File: config.mk
export PLATFORM = sky130hd
export DESIGN_NAME = point_light_sprite_generator
export DESIGN_NICKNAME = d
export VERILOG_FILES = /design/src/rtl/core/plsg_pkg.sv /design/src/rtl/core/plsg_mul.sv /design/src/rtl/core/plsg_sqrt.sv /design/src/rtl/core/plsg_div.sv /design/src/rtl/core/point_light_sprite_generator.sv
export VERILOG_INCLUDE_DIRS = /design/src /design/src/rtl/core
export SDC_FILE = /design/constraint.sdc
export NUM_CORES = 1
export LEC_CHECK = 0
export ABC_AREA = 1
export BUFFER_PORTS_ARGS = -buffer_cell sky130_fd_sc_hd__buf_2
export CORE_MARGIN = 5
export CORE_UTILIZATION = 50
export CTS_CLUSTER_SIZE = 24
export DETAILED_ROUTE_END_ITERATION = 12
export MAX_ROUTING_LAYER = met4
export PLACE_DENSITY = 0.65
export SLEW_MARGIN = 20
export SYNTH_ARGS = -nofsm -noshare
export SYNTH_HDL_FRONTEND = slang
export SYNTH_SLANG_ARGS = --single-unit
File: constraint.sdc
create_clock -name clk -period 4.91 [get_ports clk]
set_input_delay 0.2455 -clock clk [delete_from_list [all_inputs] [get_ports clk]]
set_output_delay 0.2455 -clock clk [all_outputs]
set_load 0.02 [all_outputs]
File: src/rtl/core/point_light_sprite_generator_defines.svh
// ----------------------------------------------------------------------------
// Point light sprite generator: assertion macros
// Shared concurrent check forms, clocked on the rising edge, off in reset.
// ----------------------------------------------------------------------------
`ifndef POINT_LIGHT_SPRITE_GENERATOR_DEFINES_SVH
`define POINT_LIGHT_SPRITE_GENERATOR_DEFINES_SVH

// same-cycle implication
`define PLSG_ASSERT_IMPLY(label, clk, rst, ante, cons) \
  label: assert property (@(posedge clk) disable iff (rst) (ante) |-> (cons)) \
    else $error("plsg: same-cycle check failed");

// next-cycle implication
`define PLSG_ASSERT_NEXT(label, clk, rst, ante, cons) \
  label: assert property (@(posedge clk) disable iff (rst) (ante) |=> (cons)) \
    else $error("plsg: next-cycle check failed");

`endif

File: src/rtl/core/plsg_pkg.sv
// ----------------------------------------------------------------------------
// Point light sprite generator package
// Widths, register indexes and sequencer states shared by the core.
// ----------------------------------------------------------------------------
package plsg_pkg;

  localparam int VAL_W   = 8;            // radius, brightness, offsets
  localparam int COORD_W = 9;            // sprite row / column
  localparam int SQ_W    = 2 * VAL_W;    // one square or product
  localparam int SUM_W   = SQ_W + 1;     // dx*dx + dy*dy
  localparam int ROOT_W  = 9;            // floor root of the sum
  localparam int OP_W    = 2 * ROOT_W;   // root operand, padded to digit pairs
  localparam int WORD_W  = 32;
  localparam int CFG_IDX_W = 2;

  localparam logic [VAL_W-1:0] OPAQUE_BYTE     = 8'hFF;
  localparam logic [VAL_W-1:0] BRIGHTNESS_INIT = 8'hFF;

  typedef logic [CFG_IDX_W-1:0] cfg_idx_t;
  localparam cfg_idx_t REG_RADIUS     = 2'd0;
  localparam cfg_idx_t REG_BRIGHTNESS = 2'd1;

  typedef enum logic [2:0] {
    ST_IDLE,
    ST_SQ,
    ST_ROOT,
    ST_PROD,
    ST_QUOT,
    ST_EMIT
  } plsg_state_t;

endpackage

File: src/rtl/core/plsg_mul.sv
// ----------------------------------------------------------------------------
// Serial multiplier
// Unsigned shift-add multiply, one 2-bit digit of b per cycle.
// ----------------------------------------------------------------------------
module plsg_mul import plsg_pkg::*; (
  input  logic             clk,
  input  logic             rst,
  input  logic             start,
  input  logic [VAL_W-1:0] a,
  input  logic [VAL_W-1:0] b,
  output logic             done,
  output logic [SQ_W-1:0]  product
);

  localparam int STEPS = VAL_W / 2;
  localparam int CNT_W = $clog2(STEPS);

  logic [VAL_W-1:0] mcand;
  logic [VAL_W-1:0] hi;
  logic [VAL_W-1:0] lo;
  logic             busy;
  logic [CNT_W-1:0] cnt;
  logic [VAL_W+1:0] partial;
  logic [VAL_W+1:0] sum;

  always_comb begin
    case (lo[1:0])
      2'd0:    partial = '0;
      2'd1:    partial = {2'b00, mcand};
      2'd2:    partial = {1'b0, mcand, 1'b0};
      default: partial = {2'b00, mcand} + {1'b0, mcand, 1'b0};
    endcase
    sum = {2'b00, hi} + partial;
  end

  always_ff @(posedge clk) begin
    if (rst) begin
      busy <= 1'b0;
      done <= 1'b0;
      cnt  <= '0;
    end else begin
      done <= 1'b0;
      if (start) begin
        busy  <= 1'b1;
        cnt   <= '0;
        mcand <= a;
        hi    <= '0;
        lo    <= b;
      end else if (busy) begin
        hi  <= sum[VAL_W+1:2];
        lo  <= {sum[1:0], lo[VAL_W-1:2]};
        cnt <= cnt + 1'b1;
        if (cnt == CNT_W'(STEPS - 1)) begin
          busy <= 1'b0;
          done <= 1'b1;
        end
      end
    end
  end

  assign product = {hi, lo};

endmodule

File: src/rtl/core/plsg_sqrt.sv
// ----------------------------------------------------------------------------
// Serial square root
// Floor root, restoring digit-by-digit, one root bit per cycle.
// ----------------------------------------------------------------------------
module plsg_sqrt import plsg_pkg::*; (
  input  logic              clk,
  input  logic              rst,
  input  logic              start,
  input  logic [SUM_W-1:0]  operand,
  output logic              done,
  output logic [ROOT_W-1:0] root
);

  localparam int REM_W = ROOT_W + 1;
  localparam int CNT_W = $clog2(ROOT_W);

  logic [OP_W-1:0]   rad;
  logic [REM_W-1:0]  rem;
  logic              busy;
  logic [CNT_W-1:0]  cnt;
  logic [REM_W+1:0]  trial_rem;
  logic [REM_W+1:0]  trial;
  logic [REM_W+1:0]  diff;
  logic              ge;

  always_comb begin
    trial_rem = {rem, rad[OP_W-1 -: 2]};
    trial     = {{(REM_W-ROOT_W){1'b0}}, root, 2'b01};
    ge        = trial_rem >= trial;
    diff      = trial_rem - trial;
  end

  always_ff @(posedge clk) begin
    if (rst) begin
      busy <= 1'b0;
      done <= 1'b0;
      cnt  <= '0;
    end else begin
      done <= 1'b0;
      if (start) begin
        busy <= 1'b1;
        cnt  <= '0;
        rad  <= {{(OP_W-SUM_W){1'b0}}, operand};
        rem  <= '0;
        root <= '0;
      end else if (busy) begin
        rad  <= {rad[OP_W-3:0], 2'b00};
        rem  <= ge ? diff[REM_W-1:0] : trial_rem[REM_W-1:0];
        root <= {root[ROOT_W-2:0], ge};
        cnt  <= cnt + 1'b1;
        if (cnt == CNT_W'(ROOT_W - 1)) begin
          busy <= 1'b0;
          done <= 1'b1;
        end
      end
    end
  end

endmodule

File: src/rtl/core/plsg_div.sv
// ----------------------------------------------------------------------------
// Serial divider
// Restoring division, one quotient bit per cycle; needs num[15:8] < den.
// ----------------------------------------------------------------------------
module plsg_div import plsg_pkg::*; (
  input  logic             clk,
  input  logic             rst,
  input  logic             start,
  input  logic [SQ_W-1:0]  num,
  input  logic [VAL_W-1:0] den,
  output logic             done,
  output logic [VAL_W-1:0] quot
);

  localparam int CNT_W = $clog2(VAL_W);

  logic [VAL_W-1:0] divisor;
  logic [VAL_W-1:0] rem;
  logic             busy;
  logic [CNT_W-1:0] cnt;
  logic [VAL_W:0]   t;
  logic [VAL_W:0]   diff;
  logic             ge;

  always_comb begin
    t    = {rem, quot[VAL_W-1]};
    ge   = t >= {1'b0, divisor};
    diff = t - {1'b0, divisor};
  end

  always_ff @(posedge clk) begin
    if (rst) begin
      busy <= 1'b0;
      done <= 1'b0;
      cnt  <= '0;
    end else begin
      done <= 1'b0;
      if (start) begin
        busy    <= 1'b1;
        cnt     <= '0;
        divisor <= den;
        rem     <= num[SQ_W-1:VAL_W];
        quot    <= num[VAL_W-1:0];
      end else if (busy) begin
        rem  <= ge ? diff[VAL_W-1:0] : t[VAL_W-1:0];
        quot <= {quot[VAL_W-2:0], ge};
        cnt  <= cnt + 1'b1;
        if (cnt == CNT_W'(VAL_W - 1)) begin
          busy <= 1'b0;
          done <= 1'b1;
        end
      end
    end
  end

endmodule

File: src/rtl/core/point_light_sprite_generator.sv
// ----------------------------------------------------------------------------
// Point light sprite generator
// Each in_valid/in_ready transaction produces one pixel of a square light
// sprite of side 2*radius+1 in raster order; restart=1 returns to the
// top-left pixel, and the scan wraps after the bottom-right one.
// Configuration: cfg_valid/cfg_ready writes cfg_data to register cfg_index
// (0 radius, 1 brightness); cfg_ready is always high. Write only while idle.
// Result: pixel_word, pixel_row, pixel_column, last_pixel on out_valid/
// out_ready, one result per input transaction, in order.
// Timing: one pixel at a time. The squares use two serial 2-bit-digit
// multipliers in parallel, then the root follows, one bit per cycle; a pixel
// inside the radius adds the brightness product and then the divide before
// the result loads. in_ready returns the cycle after the result loads.
// The output register is separate: a new pixel is taken while the previous
// result waits; the final state holds while it waits and out_ready is low.
// Reset: radius 0, brightness 255, scan at row 0 column 0, no result pending.
// ----------------------------------------------------------------------------
`include "point_light_sprite_generator_defines.svh"

module point_light_sprite_generator import plsg_pkg::*; (
  input  logic               clk,
  input  logic               rst,
  input  logic               in_valid,
  output logic               in_ready,
  input  logic               restart,
  output logic               out_valid,
  input  logic               out_ready,
  output logic [WORD_W-1:0]  pixel_word,
  output logic [COORD_W-1:0] pixel_row,
  output logic [COORD_W-1:0] pixel_column,
  output logic               last_pixel,
  input  logic               cfg_valid,
  output logic               cfg_ready,
  input  cfg_idx_t           cfg_index,
  input  logic [VAL_W-1:0]   cfg_data
);

  plsg_state_t state, state_next;

  logic [VAL_W-1:0]   radius;
  logic [VAL_W-1:0]   brightness;
  logic [COORD_W-1:0] row_counter;
  logic [COORD_W-1:0] column_counter;
  logic [COORD_W-1:0] cur_row;
  logic [COORD_W-1:0] cur_col;
  logic               last_q;
  logic               in_circle_q;

  logic [COORD_W-1:0] two_r;
  logic [COORD_W-1:0] r_ext;
  logic               wrap;
  logic [COORD_W-1:0] row_sel;
  logic [COORD_W-1:0] col_sel;
  logic [COORD_W-1:0] dx9;
  logic [COORD_W-1:0] dy9;
  logic               accept;
  logic               out_free;
  logic               in_circle;
  logic [VAL_W-1:0]   span;

  logic               mx_start, my_start, root_start, div_start, load_out;
  logic               mx_done, my_done, root_done, div_done;
  logic [SQ_W-1:0]    px, py;
  logic [VAL_W-1:0]   my_a, my_b;
  logic [SUM_W-1:0]   sq_sum;
  logic [ROOT_W-1:0]  root_q;
  logic [VAL_W-1:0]   quot;

  assign cfg_ready = 1'b1;

  always_ff @(posedge clk) begin
    if (rst) begin
      radius     <= '0;
      brightness <= BRIGHTNESS_INIT;
    end else if (cfg_valid && cfg_ready) begin
      case (cfg_index)
        REG_RADIUS:     radius     <= cfg_data;
        REG_BRIGHTNESS: brightness <= cfg_data;
        default: ;
      endcase
    end
  end

  // scan position and offsets
  always_comb begin
    two_r   = {radius, 1'b0};
    r_ext   = {1'b0, radius};
    wrap    = restart || (row_counter > two_r) || (column_counter > two_r);
    row_sel = wrap ? '0 : row_counter;
    col_sel = wrap ? '0 : column_counter;
    dx9     = (col_sel <= r_ext) ? (r_ext - col_sel) : (col_sel - r_ext);
    dy9     = (row_sel <= r_ext) ? (r_ext - row_sel) : (row_sel - r_ext);
    accept  = in_valid && in_ready;
    out_free = !out_valid || out_ready;
    in_circle = root_q < r_ext;
    span    = radius - root_q[VAL_W-1:0];
    sq_sum  = {1'b0, px} + {1'b0, py};
  end

  always_ff @(posedge clk) begin
    if (rst) begin
      row_counter    <= '0;
      column_counter <= '0;
    end else if (accept) begin
      cur_row <= row_sel;
      cur_col <= col_sel;
      last_q  <= (row_sel == two_r) && (col_sel == two_r);
      if (col_sel < two_r) begin
        column_counter <= col_sel + 1'b1;
        row_counter    <= row_sel;
      end else begin
        column_counter <= '0;
        row_counter    <= (row_sel < two_r) ? row_sel + 1'b1 : '0;
      end
    end
  end

  // sequencer
  always_ff @(posedge clk) begin
    if (rst) begin
      state <= ST_IDLE;
    end else begin
      state <= state_next;
    end
  end

  always_comb begin
    state_next = state;
    case (state)
      ST_IDLE: if (accept) state_next = ST_SQ;
      ST_SQ:   if (mx_done) state_next = ST_ROOT;
      ST_ROOT: if (root_done) state_next = in_circle ? ST_PROD : ST_EMIT;
      ST_PROD: if (my_done) state_next = ST_QUOT;
      ST_QUOT: if (div_done) state_next = ST_EMIT;
      ST_EMIT: if (out_free) state_next = ST_IDLE;
      default: state_next = ST_IDLE;
    endcase
  end

  always_comb begin
    in_ready   = state == ST_IDLE;
    mx_start   = accept;
    my_start   = accept || (state == ST_ROOT && root_done && in_circle);
    root_start = state == ST_SQ && mx_done;
    div_start  = state == ST_PROD && my_done;
    load_out   = state == ST_EMIT && out_free;
    my_a       = (state == ST_IDLE) ? dy9[VAL_W-1:0] : brightness;
    my_b       = (state == ST_IDLE) ? dy9[VAL_W-1:0] : span;
  end

  always_ff @(posedge clk) begin
    if (state == ST_ROOT && root_done) begin
      in_circle_q <= in_circle;
    end
  end

  plsg_mul u_mul_x (
    .clk     (clk),
    .rst     (rst),
    .start   (mx_start),
    .a       (dx9[VAL_W-1:0]),
    .b       (dx9[VAL_W-1:0]),
    .done    (mx_done),
    .product (px)
  );

  plsg_mul u_mul_y (
    .clk     (clk),
    .rst     (rst),
    .start   (my_start),
    .a       (my_a),
    .b       (my_b),
    .done    (my_done),
    .product (py)
  );

  plsg_sqrt u_sqrt (
    .clk     (clk),
    .rst     (rst),
    .start   (root_start),
    .operand (sq_sum),
    .done    (root_done),
    .root    (root_q)
  );

  plsg_div u_div (
    .clk   (clk),
    .rst   (rst),
    .start (div_start),
    .num   (py),
    .den   (radius),
    .done  (div_done),
    .quot  (quot)
  );

  // output register
  always_ff @(posedge clk) begin
    if (rst) begin
      out_valid <= 1'b0;
    end else if (load_out) begin
      out_valid <= 1'b1;
    end else if (out_ready) begin
      out_valid <= 1'b0;
    end
  end

  always_ff @(posedge clk) begin
    if (load_out) begin
      pixel_word   <= in_circle_q ? {OPAQUE_BYTE, {(WORD_W-2*VAL_W){1'b0}}, quot} : '0;
      pixel_row    <= cur_row;
      pixel_column <= cur_col;
      last_pixel   <= last_q;
    end
  end

  `PLSG_ASSERT_IMPLY(a_scan_in_sprite, clk, rst, accept,
                     (row_sel <= two_r) && (col_sel <= two_r))
  `PLSG_ASSERT_NEXT(a_emit_loads, clk, rst, load_out, out_valid && state == ST_IDLE)
  `PLSG_ASSERT_NEXT(a_outside_skips, clk, rst, state == ST_ROOT && root_done && !in_circle,
                    state == ST_EMIT && !in_circle_q)
  `PLSG_ASSERT_IMPLY(a_one_unit, clk, rst, 1'b1, $onehot0({mx_done, root_done, div_done}))

endmodule

==> out/qor.yml <==
cp.required_ns: 5.30
wl_per_cell_um: 17.5
crit_path_start_kind: "flop"
drt.antenna.violating_nets: 0
rsz0062_at_grt: "false"
clkSinkCount: 214
worstPathArrival_ns: 4.82
initial_core_util: 0.503
diodes: 0
path_max_fanout: 19
postCtsSetupBuffers: 0
syn_avg_cell_area_um2: 8.57
layout_common_cells: "nand2_1, inv_1, edfxtp_1"
grt_pass1_vias: 11129
synth_top_area_frac: 0.328
syn-cell-area_um2: 14400
coreArea_um2: 28500
ioPinCount: 70
max_slew_margin: 0.358
grt_max_degree: 34
gr-total-overflow: 0
period_minus_slack_ns: 4.43
nNetsFinal: 1913
drive_gt1_frac: 0.0941
dieHeight_um: 179
num_vias: 11740
yosysTopAreaCell: "edfxtp_1"
drt_iter0_drc: 1106
synth_area_leaders: "edfxtp_1, ha_1, nand2_1"
post_cts_resized: 0
layout_commonest_cell: "nand2_1"
worstSetupEndpointType: "flop"
gp_congestion: 0.960
yosysSeqAreaShare: 0.408
cts.clk_slew.worst_paths_ns: 0.06
die_area_um2: 32200
num_rows: 62
hold_buffers: 7
grt_pass1_wl_mm: 59.5
tns_ns: 0
clk_latency_ns: 0.54
cts_tree: "done"
fmax_mhz: 226
placed_cells: 2082
slew_viol_final: 0
fin_skew_ns: 0.0187
power.density_nw_per_um2: 472
status: "finished clean"
drtPass1Iterations: 6
die_w_um: 179
ys.flop_type: "edfxtp_1"
critPathKind: "reg -> reg"
synth_async_sr_flop_share: 0
clockRootBuffer: "clkbuf_16"
hold_path.class: "in -> reg"
netlist_instances: 1676
ys_ff_latch: 214
ctsHtreeMaxLevel: 1
setup_viol: 0
grt_use_total: 0.232
hold_violations: 0
p_leak_uw: 0.00712
antenna_found_initial: 1
numPortBuffers: 52
maxCapViolCount: 0
cts_made_buffers: 26
clock_path_buffers: 3
fin_crit_sh: 0.902
synth.distinct_cells: 60
final_cells: 2137
via_per_inst: 5.49
worst_pin_slew_ns: 0.962
yosysWarnings: 0
ir_drop_v: 0.000338
synth_edf_count: 157
wl_mm: 37.4
dp_hpwl_mm: 28.4
syn2layout_area_growth_pct: 11.0
drc: 0
[per-layer routing]
layer	GRT usage	wire length, um	up-vias
li1	-	-	5799
met1	0.313	17000	5515
met2	0.371	17100	370
met3	0.0340	2340	56
met4	0.0600	979	0
met5	-	0	-
[area by class of cell]
type | instances | area, um2
Sequential cell | 214 | 5860
Fill cell | 2612 | 12600
Tap cell | 384 | 480
Inverter | 215 | 807
Clock buffer | 33 | 759
Multi-Input combinational cell | 1204 | 7430
Clock inverter | 15 | 186
Timing Repair Buffer | 72 | 428
[kinds of logic after synthesis]
logic type      Yosys count  synth area share
simple gates            617             0.188
compound gates          342             0.135
buf+inv                 273            0.0803
flops                   214             0.408
fa+ha+maj               164             0.149
xor+xnor                 59            0.0360
mux                       5           0.00392
other cells               2          0.000523
[Yosys cell counts (4+ instances only)]
cell / n
o211ai_1: 9
a21o_1: 10
nand2_2: 5
dfxtp_1: 57
nand3_1: 75
o221ai_1: 7
a221oi_1: 5
o21ai_1: 7
inv_1: 207
o21ai_0: 107
mux2_2: 5
nor2_2: 9
o21a_1: 4
ha_1: 153
nor2_1: 124
a31o_2: 4
nor3_1: 22
inv_2: 7
xor2_1: 37
clkbuf_1: 18
fa_1: 11
xnor2_1: 22
a21oi_1: 146
a31oi_1: 9
edfxtp_1: 157
o21bai_1: 5
o22ai_1: 10
buf_2: 10
buf_4: 24
nand4_1: 24
or2_2: 5
o31ai_1: 4
nand2_1: 329
[flip-flops by register name (all words and copies together), names as in the netlist, 9 cells and up]
name	flops
u_sqrt.rad	18
u_sqrt.rem	10
column_counter	9
cur_col	9
cur_row	9
pixel_column	9
pixel_row	9
pixel_word	9
row_counter	9
u_sqrt.root	9
[where the power goes]
group	internal (uW)	total, uW	switching (uW)
combinational	1030	2870	1830
clock	1300	2100	798
sequential	2280	2550	272
[worst paths after layout]
path	start	end	slack (ns)	depth (start not counted)
min	cfg_data[7]	brightness[7]$_SDFFE_PP1P_	0.05	3
min reg2reg	cur_row[6]$_DFFE_PP_	pixel_row[6]$_DFFE_PP_	0.42	0
max reg2reg	radius[3]$_SDFFE_PP0P_	u_mul_y.lo[6]$_DFFE_PP_	0.48	19
max	radius[3]$_SDFFE_PP0P_	u_mul_y.lo[6]$_DFFE_PP_	0.48	19
[critical path, cell delays in order, from the launching register on]
cell and delay [ns]:
dfxtp_1 0.57, inv_1 0.36, ha_1 0.41, a21oi_1 0.16, nand2_1 0.07, nand2_1 0.06, nand2_1 0.06, nand2_1 0.11
nand3_4 0.26, nor2_1 0.45, inv_1 0.17, fa_1 0.46, o21ai_0 0.31, a21oi_1 0.11, o21ai_0 0.25, xor2_1 0.18
nand2_1 0.07, nand2_1 0.05, nand2_1 0.06, a21oi_1 0.13
[per-stage QoR]
stage / instance area [um2] / power, uW / hold WS (ns) / setup WS (ns) / util
after CTS: 15900 / 7530 / 0.0384 / 0.480 / 0.558
final: 15900 / 7520 / 0.0510 / 0.479 / 0.558
after detailed placement: 14900 / 5400 / 0.405 / 0.495 / 0.523
after floorplan: 14400 / 4680 / 0.372 / 1.20 / -
after global placement: 14900 / 5350 / 0.402 / 0.528 / 0.523
after global routing: 15900 / 8040 / 0.0489 / 0.113 / 0.558
(Power assumes the default switching activity.)
